## src/rtl/smsp_pkg.sv

```systemverilog
// ----------------------------------------------------------------------------
// smsp_pkg
// Shared types, codes and sizes of the staged motion sequence player.
// ----------------------------------------------------------------------------
package smsp_pkg;

	// sizes
	localparam int SEQ_SLOTS = 16;
	localparam int STEP_BITS = 8;
	localparam int DESC_BITS = 8;
	localparam int SLOT_BITS = (SEQ_SLOTS > 1) ? $clog2(SEQ_SLOTS) : 1;
	localparam int CMP_BITS  = (STEP_BITS > DESC_BITS) ? STEP_BITS : DESC_BITS;
	localparam logic [STEP_BITS-1:0] STEP_MAX = {STEP_BITS{1'b1}};

	// item operation codes
	typedef enum logic [1:0] {
		OP_TICK   = 2'd0,
		OP_SELECT = 2'd1,
		OP_WRITE  = 2'd2,
		OP_NONE   = 2'd3
	} op_t;

	// sequence ids
	localparam logic [3:0] SEQ_NONE       = 4'd0;
	localparam logic [3:0] SEQ_UP         = 4'd2;
	localparam logic [3:0] SEQ_DOWN       = 4'd3;
	localparam logic [3:0] SEQ_LAST_VALID = 4'd11;

	// stage of the playing sequence
	typedef enum logic [1:0] {
		ST_PREPARE  = 2'd0,
		ST_MAIN     = 2'd1,
		ST_FINALIZE = 2'd2
	} stage_t;

	// step counter operations
	typedef enum logic [2:0] {
		CNT_HOLD,
		CNT_INC,
		CNT_LOAD_MAIN,
		CNT_LOAD_FIN,
		CNT_CLEAR
	} cnt_op_t;

	// one descriptor table entry
	typedef struct packed {
		logic [DESC_BITS-1:0] main_begin;
		logic [DESC_BITS-1:0] finalize_begin;
		logic [DESC_BITS-1:0] total_steps;
		logic                 looped;
	} desc_t;

	// controller to datapath
	typedef struct packed {
		logic    sel;
		logic    wr;
		cnt_op_t cnt_op;
		logic    stage_we;
		stage_t  stage_d;
		logic    finish;
		logic    change;
	} cmd_t;

	// datapath to controller
	typedef struct packed {
		logic           fault;
		logic           seq_differs;
		logic           pend_none;
		stage_t         stage;
		logic           looped;
		logic           inc_ge_main;
		logic           inc_ge_fin;
		logic           inc_ge_total;
		logic           fin_ge_total;
		logic [7:0]     step8;
	} status_t;

endpackage

```

## src/rtl/smsp_dpath.sv

```systemverilog
// ----------------------------------------------------------------------------
// smsp_dpath
// Step counter, stage, sequence and posture registers, sticky fault and the
// descriptor table; executes controller commands and reports compare results.
// ----------------------------------------------------------------------------
module smsp_dpath (
	input  logic                                  clk,
	input  logic                                  arst_n,
	input  smsp_pkg::cmd_t                        cmd,
	input  logic [3:0]                            sequence_id,
	input  logic [smsp_pkg::DESC_BITS-1:0]        main_begin,
	input  logic [smsp_pkg::DESC_BITS-1:0]        finalize_begin,
	input  logic [smsp_pkg::DESC_BITS-1:0]        total_steps,
	input  logic                                  looped,
	output smsp_pkg::status_t                     status,
	output logic [3:0]                            active_sequence,
	output logic                                  posture_up,
	output logic                                  fault
);

	logic [smsp_pkg::STEP_BITS-1:0] cnt_q;
	smsp_pkg::stage_t               stage_q;
	logic [3:0]                     cur_q;
	logic [3:0]                     pend_q;
	logic                           posture_q;
	logic                           fault_q;
	smsp_pkg::desc_t                table_q [smsp_pkg::SEQ_SLOTS];
	smsp_pkg::desc_t                desc_q;

	smsp_pkg::desc_t                wr_entry;
	logic [smsp_pkg::STEP_BITS-1:0] cnt_inc;
	logic [smsp_pkg::STEP_BITS-1:0] main_trunc;
	logic [smsp_pkg::STEP_BITS-1:0] fin_trunc;
	logic [smsp_pkg::CMP_BITS-1:0]  inc_ext;
	logic [smsp_pkg::CMP_BITS-1:0]  cnt_ext;
	logic                           pend_in_range;
	logic                           wr_in_range;
	logic                           wr_hits_cur;

	// slot range checks
	assign pend_in_range = 32'(pend_q) < smsp_pkg::SEQ_SLOTS;
	assign wr_in_range   = 32'(sequence_id) < smsp_pkg::SEQ_SLOTS;
	assign wr_hits_cur   = cmd.wr && wr_in_range && (sequence_id == cur_q);

	// entry carried by a descriptor write
	assign wr_entry = '{
		main_begin:     main_begin,
		finalize_begin: finalize_begin,
		total_steps:    total_steps,
		looped:         looped
	};

	// saturating increment and truncated loads
	assign cnt_inc    = (cnt_q < smsp_pkg::STEP_MAX) ? cnt_q + 1'b1 : cnt_q;
	assign main_trunc = smsp_pkg::STEP_BITS'(desc_q.main_begin);
	assign fin_trunc  = smsp_pkg::STEP_BITS'(desc_q.finalize_begin);
	assign inc_ext    = smsp_pkg::CMP_BITS'(cnt_inc);
	assign cnt_ext    = smsp_pkg::CMP_BITS'(cnt_q);

	// status toward the controller
	always_comb begin
		status.fault        = fault_q;
		status.seq_differs  = cur_q != pend_q;
		status.pend_none    = pend_q == smsp_pkg::SEQ_NONE;
		status.stage        = stage_q;
		status.looped       = desc_q.looped;
		status.inc_ge_main  = inc_ext >= smsp_pkg::CMP_BITS'(desc_q.main_begin);
		status.inc_ge_fin   = inc_ext >= smsp_pkg::CMP_BITS'(desc_q.finalize_begin);
		status.inc_ge_total = inc_ext >= smsp_pkg::CMP_BITS'(desc_q.total_steps);
		status.fin_ge_total = smsp_pkg::CMP_BITS'(fin_trunc)
			>= smsp_pkg::CMP_BITS'(desc_q.total_steps);
		status.step8        = cnt_ext[7:0];
	end

	assign active_sequence = cur_q;
	assign posture_up      = posture_q;
	assign fault           = fault_q;

	// control registers
	always_ff @(posedge clk or negedge arst_n) begin
		if (!arst_n) begin
			cnt_q     <= '0;
			stage_q   <= smsp_pkg::ST_PREPARE;
			cur_q     <= smsp_pkg::SEQ_NONE;
			pend_q    <= smsp_pkg::SEQ_DOWN;
			posture_q <= 1'b0;
			fault_q   <= 1'b0;
		end else begin
			// step counter
			case (cmd.cnt_op)
				smsp_pkg::CNT_INC:       cnt_q <= cnt_inc;
				smsp_pkg::CNT_LOAD_MAIN: cnt_q <= main_trunc;
				smsp_pkg::CNT_LOAD_FIN:  cnt_q <= fin_trunc;
				smsp_pkg::CNT_CLEAR:     cnt_q <= '0;
				default:                 cnt_q <= cnt_q;
			endcase
			if (cmd.stage_we) begin
				stage_q <= cmd.stage_d;
			end
			// sequence change
			if (cmd.change) begin
				cur_q <= pend_q;
			end
			// main stage finished with nothing pending
			if (cmd.finish) begin
				posture_q <= cur_q != smsp_pkg::SEQ_DOWN;
				pend_q    <= smsp_pkg::SEQ_NONE;
			end
			// select request, gated by posture; an invalid id sets the fault
			if (cmd.sel) begin
				if (sequence_id > smsp_pkg::SEQ_LAST_VALID) begin
					fault_q <= 1'b1;
				end else if (sequence_id == smsp_pkg::SEQ_NONE) begin
					pend_q <= smsp_pkg::SEQ_NONE;
				end else if (sequence_id == smsp_pkg::SEQ_UP) begin
					if (!posture_q) begin
						pend_q <= sequence_id;
					end
				end else if (posture_q) begin
					pend_q <= sequence_id;
				end
			end
		end
	end

	// descriptor table, contents undefined until written; the entry of the
	// playing sequence is held in desc_q, loaded on a sequence change and
	// refreshed when its slot is rewritten
	always_ff @(posedge clk) begin
		if (cmd.wr && wr_in_range) begin
			table_q[smsp_pkg::SLOT_BITS'(sequence_id)] <= wr_entry;
		end
		if (cmd.change) begin
			desc_q <= pend_in_range ? table_q[smsp_pkg::SLOT_BITS'(pend_q)] : '0;
		end else if (wr_hits_cur) begin
			desc_q <= wr_entry;
		end
	end

endmodule

```

## src/rtl/smsp_ctrl.sv

```systemverilog
// ----------------------------------------------------------------------------
// smsp_ctrl
// Phase state machine and item handshake; turns each accepted item into
// datapath commands.
// ----------------------------------------------------------------------------
module smsp_ctrl (
	input  logic              clk,
	input  logic              arst_n,
	input  logic              in_valid,
	output logic              in_stall,
	input  logic [1:0]        op,
	input  logic              move_complete,
	output logic              out_valid,
	input  logic              out_stall,
	input  smsp_pkg::status_t status,
	output smsp_pkg::cmd_t    cmd,
	output logic              start_move,
	output logic [2:0]        ctrl_phase
);

	typedef enum logic [2:0] {
		PH_IDLE   = 3'd0,
		PH_MOVE   = 3'd1,
		PH_WAIT   = 3'd2,
		PH_NEXT   = 3'd3,
		PH_CHANGE = 3'd4
	} phase_t;

	phase_t phase_q;
	phase_t phase_d;
	logic   out_valid_q;
	logic   pulse_q;
	logic   pulse_d;
	logic   accept;
	logic   enter_main;
	logic   main_end;

	// input waits only while a result is held and stalled
	assign in_stall = out_valid_q && out_stall;
	assign accept   = in_valid && !in_stall;

	// end of main stage, with the counter already advanced
	assign enter_main = (status.stage == smsp_pkg::ST_PREPARE) && status.inc_ge_main;
	assign main_end   = ((status.stage == smsp_pkg::ST_MAIN) || enter_main)
		&& status.inc_ge_fin;

	// command decode and next phase
	always_comb begin
		cmd          = '0;
		cmd.cnt_op   = smsp_pkg::CNT_HOLD;
		cmd.stage_d  = smsp_pkg::ST_PREPARE;
		phase_d      = phase_q;
		pulse_d      = 1'b0;
		if (accept) begin
			case (smsp_pkg::op_t'(op))
				smsp_pkg::OP_TICK: begin
					if (!status.fault) begin
						case (phase_q)
							PH_IDLE: begin
								if (status.seq_differs) begin
									phase_d = PH_CHANGE;
								end
							end
							PH_MOVE: begin
								pulse_d = 1'b1;
								phase_d = PH_WAIT;
							end
							PH_WAIT: begin
								if (move_complete) begin
									phase_d = PH_NEXT;
								end
							end
							PH_NEXT: begin
								phase_d    = PH_MOVE;
								cmd.cnt_op = smsp_pkg::CNT_INC;
								if (enter_main) begin
									cmd.stage_we = 1'b1;
									cmd.stage_d  = smsp_pkg::ST_MAIN;
								end
								if (main_end) begin
									if (status.seq_differs) begin
										// jump to finalize
										cmd.cnt_op   = smsp_pkg::CNT_LOAD_FIN;
										cmd.stage_we = 1'b1;
										cmd.stage_d  = smsp_pkg::ST_FINALIZE;
										if (status.fin_ge_total) begin
											phase_d = PH_CHANGE;
										end
									end else if (status.looped) begin
										cmd.cnt_op = smsp_pkg::CNT_LOAD_MAIN;
									end else begin
										// sequence done, record posture
										cmd.finish = 1'b1;
										phase_d    = PH_CHANGE;
									end
								end
								if ((status.stage == smsp_pkg::ST_FINALIZE)
									&& status.inc_ge_total) begin
									phase_d = PH_CHANGE;
								end
							end
							PH_CHANGE: begin
								cmd.change   = 1'b1;
								cmd.cnt_op   = smsp_pkg::CNT_CLEAR;
								cmd.stage_we = 1'b1;
								cmd.stage_d  = smsp_pkg::ST_PREPARE;
								phase_d      = status.pend_none ? PH_IDLE : PH_MOVE;
							end
							default: begin
								phase_d = PH_IDLE;
							end
						endcase
					end
				end
				smsp_pkg::OP_SELECT: cmd.sel = 1'b1;
				smsp_pkg::OP_WRITE:  cmd.wr  = 1'b1;
				default: ;
			endcase
		end
	end

	// phase and registered result flags
	always_ff @(posedge clk or negedge arst_n) begin
		if (!arst_n) begin
			phase_q     <= PH_IDLE;
			out_valid_q <= 1'b0;
			pulse_q     <= 1'b0;
		end else begin
			phase_q <= phase_d;
			if (accept) begin
				out_valid_q <= 1'b1;
				pulse_q     <= pulse_d;
			end else if (!out_stall) begin
				out_valid_q <= 1'b0;
			end
		end
	end

	assign out_valid  = out_valid_q;
	assign start_move = pulse_q;
	assign ctrl_phase = phase_q;

endmodule

```

## src/rtl/staged_motion_sequence_player_core.sv

```systemverilog
// ----------------------------------------------------------------------------
// staged_motion_sequence_player_core
// Steps through prepare, main and finalize stages of motion sequences whose
// descriptors sit in a small table.
// ----------------------------------------------------------------------------
// Usage
// - input channel (in_valid / in_stall) carries one item: a tick, a sequence
//   select or a descriptor write, chosen by op
// - output channel (out_valid / out_stall) returns one result per item: the
//   start pulse with its step index, and the state after that item
// - the result of an item is valid the cycle after it is accepted
// - throughput: one item per cycle while the output is not stalled; each
//   item is finished in the cycle it is accepted, through the phase
//   machine and the held descriptor of the playing sequence
// - the result sits in an output register; while it is stalled, in_stall is
//   raised and no new item is taken, so the state shown holds steady
// - reset: idle phase, no sequence playing, down sequence pending, posture
//   down, fault clear; the descriptor table is not cleared and an entry must
//   be written before its sequence plays
// - an invalid sequence id sets a sticky fault that freezes ticks until reset
// ----------------------------------------------------------------------------
module staged_motion_sequence_player_core (
	input  logic                           clk,
	input  logic                           arst_n,
	input  logic                           in_valid,
	output logic                           in_stall,
	input  logic [1:0]                     op,
	input  logic                           move_complete,
	input  logic [3:0]                     sequence_id,
	input  logic [smsp_pkg::DESC_BITS-1:0] main_begin,
	input  logic [smsp_pkg::DESC_BITS-1:0] finalize_begin,
	input  logic [smsp_pkg::DESC_BITS-1:0] total_steps,
	input  logic                           looped,
	output logic                           out_valid,
	input  logic                           out_stall,
	output logic                           start_move,
	output logic [7:0]                     step_index,
	output logic [3:0]                     active_sequence,
	output logic                           posture_up,
	output logic [2:0]                     ctrl_phase,
	output logic                           fault
);

	smsp_pkg::cmd_t    cmd;
	smsp_pkg::status_t status;

	// phase controller
	smsp_ctrl u_ctrl (
		.clk           (clk),
		.arst_n        (arst_n),
		.in_valid      (in_valid),
		.in_stall      (in_stall),
		.op            (op),
		.move_complete (move_complete),
		.out_valid     (out_valid),
		.out_stall     (out_stall),
		.status        (status),
		.cmd           (cmd),
		.start_move    (start_move),
		.ctrl_phase    (ctrl_phase)
	);

	// counters, sequence state and descriptor table
	smsp_dpath u_dpath (
		.clk             (clk),
		.arst_n          (arst_n),
		.cmd             (cmd),
		.sequence_id     (sequence_id),
		.main_begin      (main_begin),
		.finalize_begin  (finalize_begin),
		.total_steps     (total_steps),
		.looped          (looped),
		.status          (status),
		.active_sequence (active_sequence),
		.posture_up      (posture_up),
		.fault           (fault)
	);

	// step index shows only with the start pulse
	assign step_index = start_move ? status.step8 : 8'd0;

endmodule

```

## config.mk

```make
export PLATFORM = sky130hd
export DESIGN_NAME = staged_motion_sequence_player_core
export DESIGN_NICKNAME = d
export VERILOG_FILES = /design/src/rtl/smsp_pkg.sv /design/src/rtl/smsp_dpath.sv /design/src/rtl/smsp_ctrl.sv /design/src/rtl/staged_motion_sequence_player_core.sv
export SDC_FILE = /design/constraint.sdc
export NUM_CORES = 1
export LEC_CHECK = 0
export BUFFER_PORTS_ARGS = -buffer_cell sky130_fd_sc_hd__buf_2
export CAP_MARGIN = 20
export CORE_MARGIN = 4
export CORE_UTILIZATION = 36
export DETAILED_ROUTE_END_ITERATION = 16
export HOLD_SLACK_MARGIN = 0.02
export SYNTH_ARGS = -nofsm -noshare
export SYNTH_HDL_FRONTEND = slang
export SYNTH_SLANG_ARGS = --single-unit
```

## constraint.sdc

```tcl
create_clock -name clk -period 6 [get_ports clk]
set_clock_uncertainty 0.1 [all_clocks]
set_input_delay 0 -clock clk [delete_from_list [all_inputs] [get_ports clk]]
set_output_delay 0 -clock clk [all_outputs]
set_load 0.005 [all_outputs]
```

==> out/summary.md <==
Dominant delay contributor by cell family on the critical path: simple AND/OR/NAND/NOR gates. In this run the worst setup path terminates at u_dpath.pend_q[2]. Measured in cells, the most critical reg-to-reg path has a length of 16. Yosys attributes the largest share of cell area to sky130_fd_sc_hd__edfxtp_1, sky130_fd_sc_hd__mux4_2, sky130_fd_sc_hd__dfrtp_1. For this run, the post-layout net count is 1196. The max-slew headroom at the worst pin came out at 0.395.

The routed layout has 9764 vias. The die footprint was 55600 µm²; the critical path's largest stage delay was 0.60 ns. The cell with the most instances on the worst path was sky130_fd_sc_hd__nand3_1.

Relative to the synthesized area, the layout overhead comes to 17.1%. Power spread over the standard cell area amounts to 347 nW/µm². The number of clock buffers inserted by TritonCTS is 48. TritonCTS built the clock tree. The first global-routing pass estimated 66.1 mm of wire. The via count of the first global-routing pass is 10200, and the via density per instance is 5.30. STA classifies the critical path endpoint as a flip-flop.

The top cell types in the final layout, fill and taps aside, are sky130_fd_sc_hd__edfxtp_1, sky130_fd_sc_hd__mux4_2, sky130_fd_sc_hd__nand2_1, sky130_fd_sc_hd__buf_2, sky130_fd_sc_hd__clkbuf_16. The end of the worst register-to-register path was u_dpath.pend_q[2]. Counting distinct cell types in the post-synthesis netlist gives 61.

Traced cell by cell, the critical path runs through ha_1 > nand3_1 > inv_1 > and3_1 > nor2_1 > nand3_1 > xor2_1 > inv_1 > ha_1 > nand3_1 > o311ai_2 > o311ai_2 > or4_1 > a2bb2oi_1 > a21oi_1 > dlygate4sd3_1. The core outline area was 51300 µm². The sequential fraction of the synthesis area is 0.717. For the total track usage, the log shows 0.158.

The number of max-cap violations was 0; the actual transition at the worst max-transition pin was 0.906 ns. In the final routed layout, each cell accounts on average for 23.7 µm. The run gives 1.58 ns as the reg2reg setup slack.

In this run, synthesis inferred 425 flip-flops with an integrated enable. For the number of slew-limit violations in the final report, the log shows 0. Synthesis inferred 450 register bits.

After synthesis the cells add up to 18700 µm². Fraction of final layout cells with drive strength greater than 1: 0.264. The die is 236 µm tall. The number of nets still failing antenna checks after routing was 0; the worst-case clock buffer depth was 3. For this run, the top clock speed supported by timing is 226 MHz.

The tools report the setup-violating endpoint count in the final report as 0. The run gives 4.78 ns as the data arrival time of the critical path. The synthesized netlist net count was 1069; the die extent in x was 236 µm. Setup repair after global routing left no endpoint under its margin.

The total clock sinks is 450. The clock slew seen by the registers of the worst setup and hold paths was 0.07 ns; the buffer and inverter count on the worst path was 3. Synthesis produced 1000 cells. The async set or reset register ratio after synthesis works out to 0.0556.

The final RePlAce weighted congestion is 0.821, and the detailed-route DRC error count is 0. Counting buffers and inverters, the worst setup path is 16 cells deep. Summed over all failing endpoints, the final setup total negative slack is 0 ns.

HPWL reported at the end of detailed placement: 24.2 mm. Leading cell type in the layout, fill and taps excluded: sky130_fd_sc_hd__edfxtp_1. The worst-case IR drop observed on VDD is 206 µV. The clock reaches the later pin of the worst-skew pair after 0.59 ns. The area fraction of the dominant cell type after synthesis is 0.683. The CTS root buffer is sky130_fd_sc_hd__clkbuf_16. The required time at the worst-slack endpoint is 6.35 ns, and the hold slack is 0.244 ns. The flow ran to the end, and the final reports show no timing, DRC or antenna violations.

After detailed routing, the total wire length is 43.7 mm. The pre-antenna-repair detailed-routing pass consisted of 5 iterations. The slowest stage of the critical path is the sky130_fd_sc_hd__or4_1 cell.

Final standard cell utilization of the core: 0.426. Initial detailed-routing violation count: 911. The number of antenna violations at the first check in global routing was 0. Number of H-tree branching levels: 2. The path class of the tightest hold or removal check is input pin to flip-flop. Startpoint of the worst setup timing path: u_dpath.cnt_ext[0]. The global route total overflow is 0, and the total count of hold-check failures in the final report is 0.

For this run, the leading register cell type out of synthesis is sky130_fd_sc_hd__edfxtp_1. The pin count of the biggest net entering global routing is 55. In this run the critical register-to-register path is launched from u_dpath.cnt_ext[0]. Yosys printed 0 warnings.

A synthesized cell averages 18.7 µm². The worst setup path category was flip-flop to flip-flop. The post-route clock period utilization works out to 0.737. The biggest area contributor in the post-synthesis netlist is sky130_fd_sc_hd__edfxtp_1. The initial standard-cell utilization of the core is 0.364, and the I/O pin count is 56. The count of standard-cell rows was 83. For the antenna diode count, the log shows 0. The count of input and output buffers is 55, and the largest fanout of any net on the critical path is 6.

Summed over all cells, the static leakage comes to 0.00735 µW. STA classifies the critical path startpoint as a flip-flop. The post-route minimum period is 4.42 ns.
-- through the flow --
step                setup slack, ns  total power [µW]  cell area, µm²  instances
global route                   1.26              7940           21900       1842
finish                         1.58              7590           21900       1842
detailed placement             2.14              4820           19900       1712
global placement               2.25              4800           19900       1712
CTS                            1.64              7680           21900       1842
floorplan                      2.63              4520           18700       1000
-- worst min-delay path by stage --
stage	slack, ns	cells after the start	from	end
floorplan	-0.40	0	arst_n	u_ctrl.ctrl_phase[0]
global placement	-0.06	1	arst_n	u_ctrl.out_valid
detailed placement	-0.05	1	arst_n	u_ctrl.out_valid
CTS	0.22	2	total_steps[6]	u_dpath.table_q[0][7]
global route	0.24	2	main_begin[5]	u_dpath.table_q[7][22]
finish	0.24	2	total_steps[6]	u_dpath.table_q[0][7]
-- metal layers --
| metal | track usage | vias up | share of wire | routed length [µm] |
|---|---|---|---|---|
| li1 | - | 4275 | - | - |
| met1 | 0.233 | 5122 | 0.45 | 19800 |
| met2 | 0.243 | 299 | 0.46 | 20200 |
| met3 | 0.0251 | 68 | 0.059 | 2590 |
| met4 | 0.0463 | 0 | 0.025 | 1090 |
| met5 | 0 | - | 0 | 0 |
-- cells in the mapped netlist (all sizes together), types with 2 or more instances --
cell / number
nor2: 34
or4: 2
or3: 2
nand4: 6
clkbuf: 24
o21ai: 19
a21o: 8
nor4: 3
a21oi: 18
and3: 5
o31ai: 4
nand3: 19
ha: 33
a2111oi: 2
buf: 25
inv: 32
dfstp: 2
o21a: 2
a32oi: 3
o211ai: 2
or2: 2
mux4: 125
and2: 9
xnor2: 12
dfrtp: 23
o2111ai: 2
edfxtp: 425
a31oi: 2
a22oi: 5
nor3: 7
nand2b: 10
o21bai: 4
o311ai: 4
nand2: 110
a211oi: 2
-- area by class of cell --
| class | instances | area, µm² |
|---|---|---|
| Tap cell | 680 | 851 |
| Timing Repair Buffer | 126 | 943 |
| Fill cell | 4541 | 29400 |
| Clock inverter | 26 | 259 |
| Sequential cell | 450 | 13400 |
| Inverter | 32 | 120 |
| Clock buffer | 59 | 1240 |
| Multi-Input combinational cell | 469 | 5050 |
-- logic make-up after synthesis --
group	Yosys count	synth area share
flip-flops	450	0.717
AND/OR/NAND/NOR	212	0.0520
multiplexers	126	0.151
AO/OA/AOI/OAI	85	0.0323
buffers and inverters	81	0.0196
adder cells (fa/ha/maj)	33	0.0221
XOR/XNOR	13	0.00609
-- registers in the layout, indices dropped and copies added (netlist names) --
register	flops
u_ctrl.out_valid	1
u_dpath.posture_up	1
u_dpath.cnt_ext	8
u_dpath.pend_q	4
u_dpath.desc_q	8
u_dpath.fin_trunc	8
u_dpath.active_sequence	4
u_ctrl.start_move	1
u_ctrl.ctrl_phase	3
u_dpath.main_trunc	8
u_dpath.fault	1
u_dpath.status	1
u_dpath.table_q	400
u_dpath.stage_q	2
-- what timing repair did --
item,4_1_cts,5_1_grt
resized for setup,0,0
hold buffers,45,0
setup endpoints to repair,0,0
setup buffers,0,0
hold endpoints to repair,470,0
-- report_power, final --
| part | internal (µW) | switching [µW] | leakage, µW |
|---|---|---|---|
| clock | 1610 | 1210 | 0.000722 |
| combinational | 619 | 538 | 0.00251 |
| sequential | 3490 | 127 | 0.00412 |
| total | 5720 | 1870 | 0.00735 |
(Power assumes the default switching activity.)
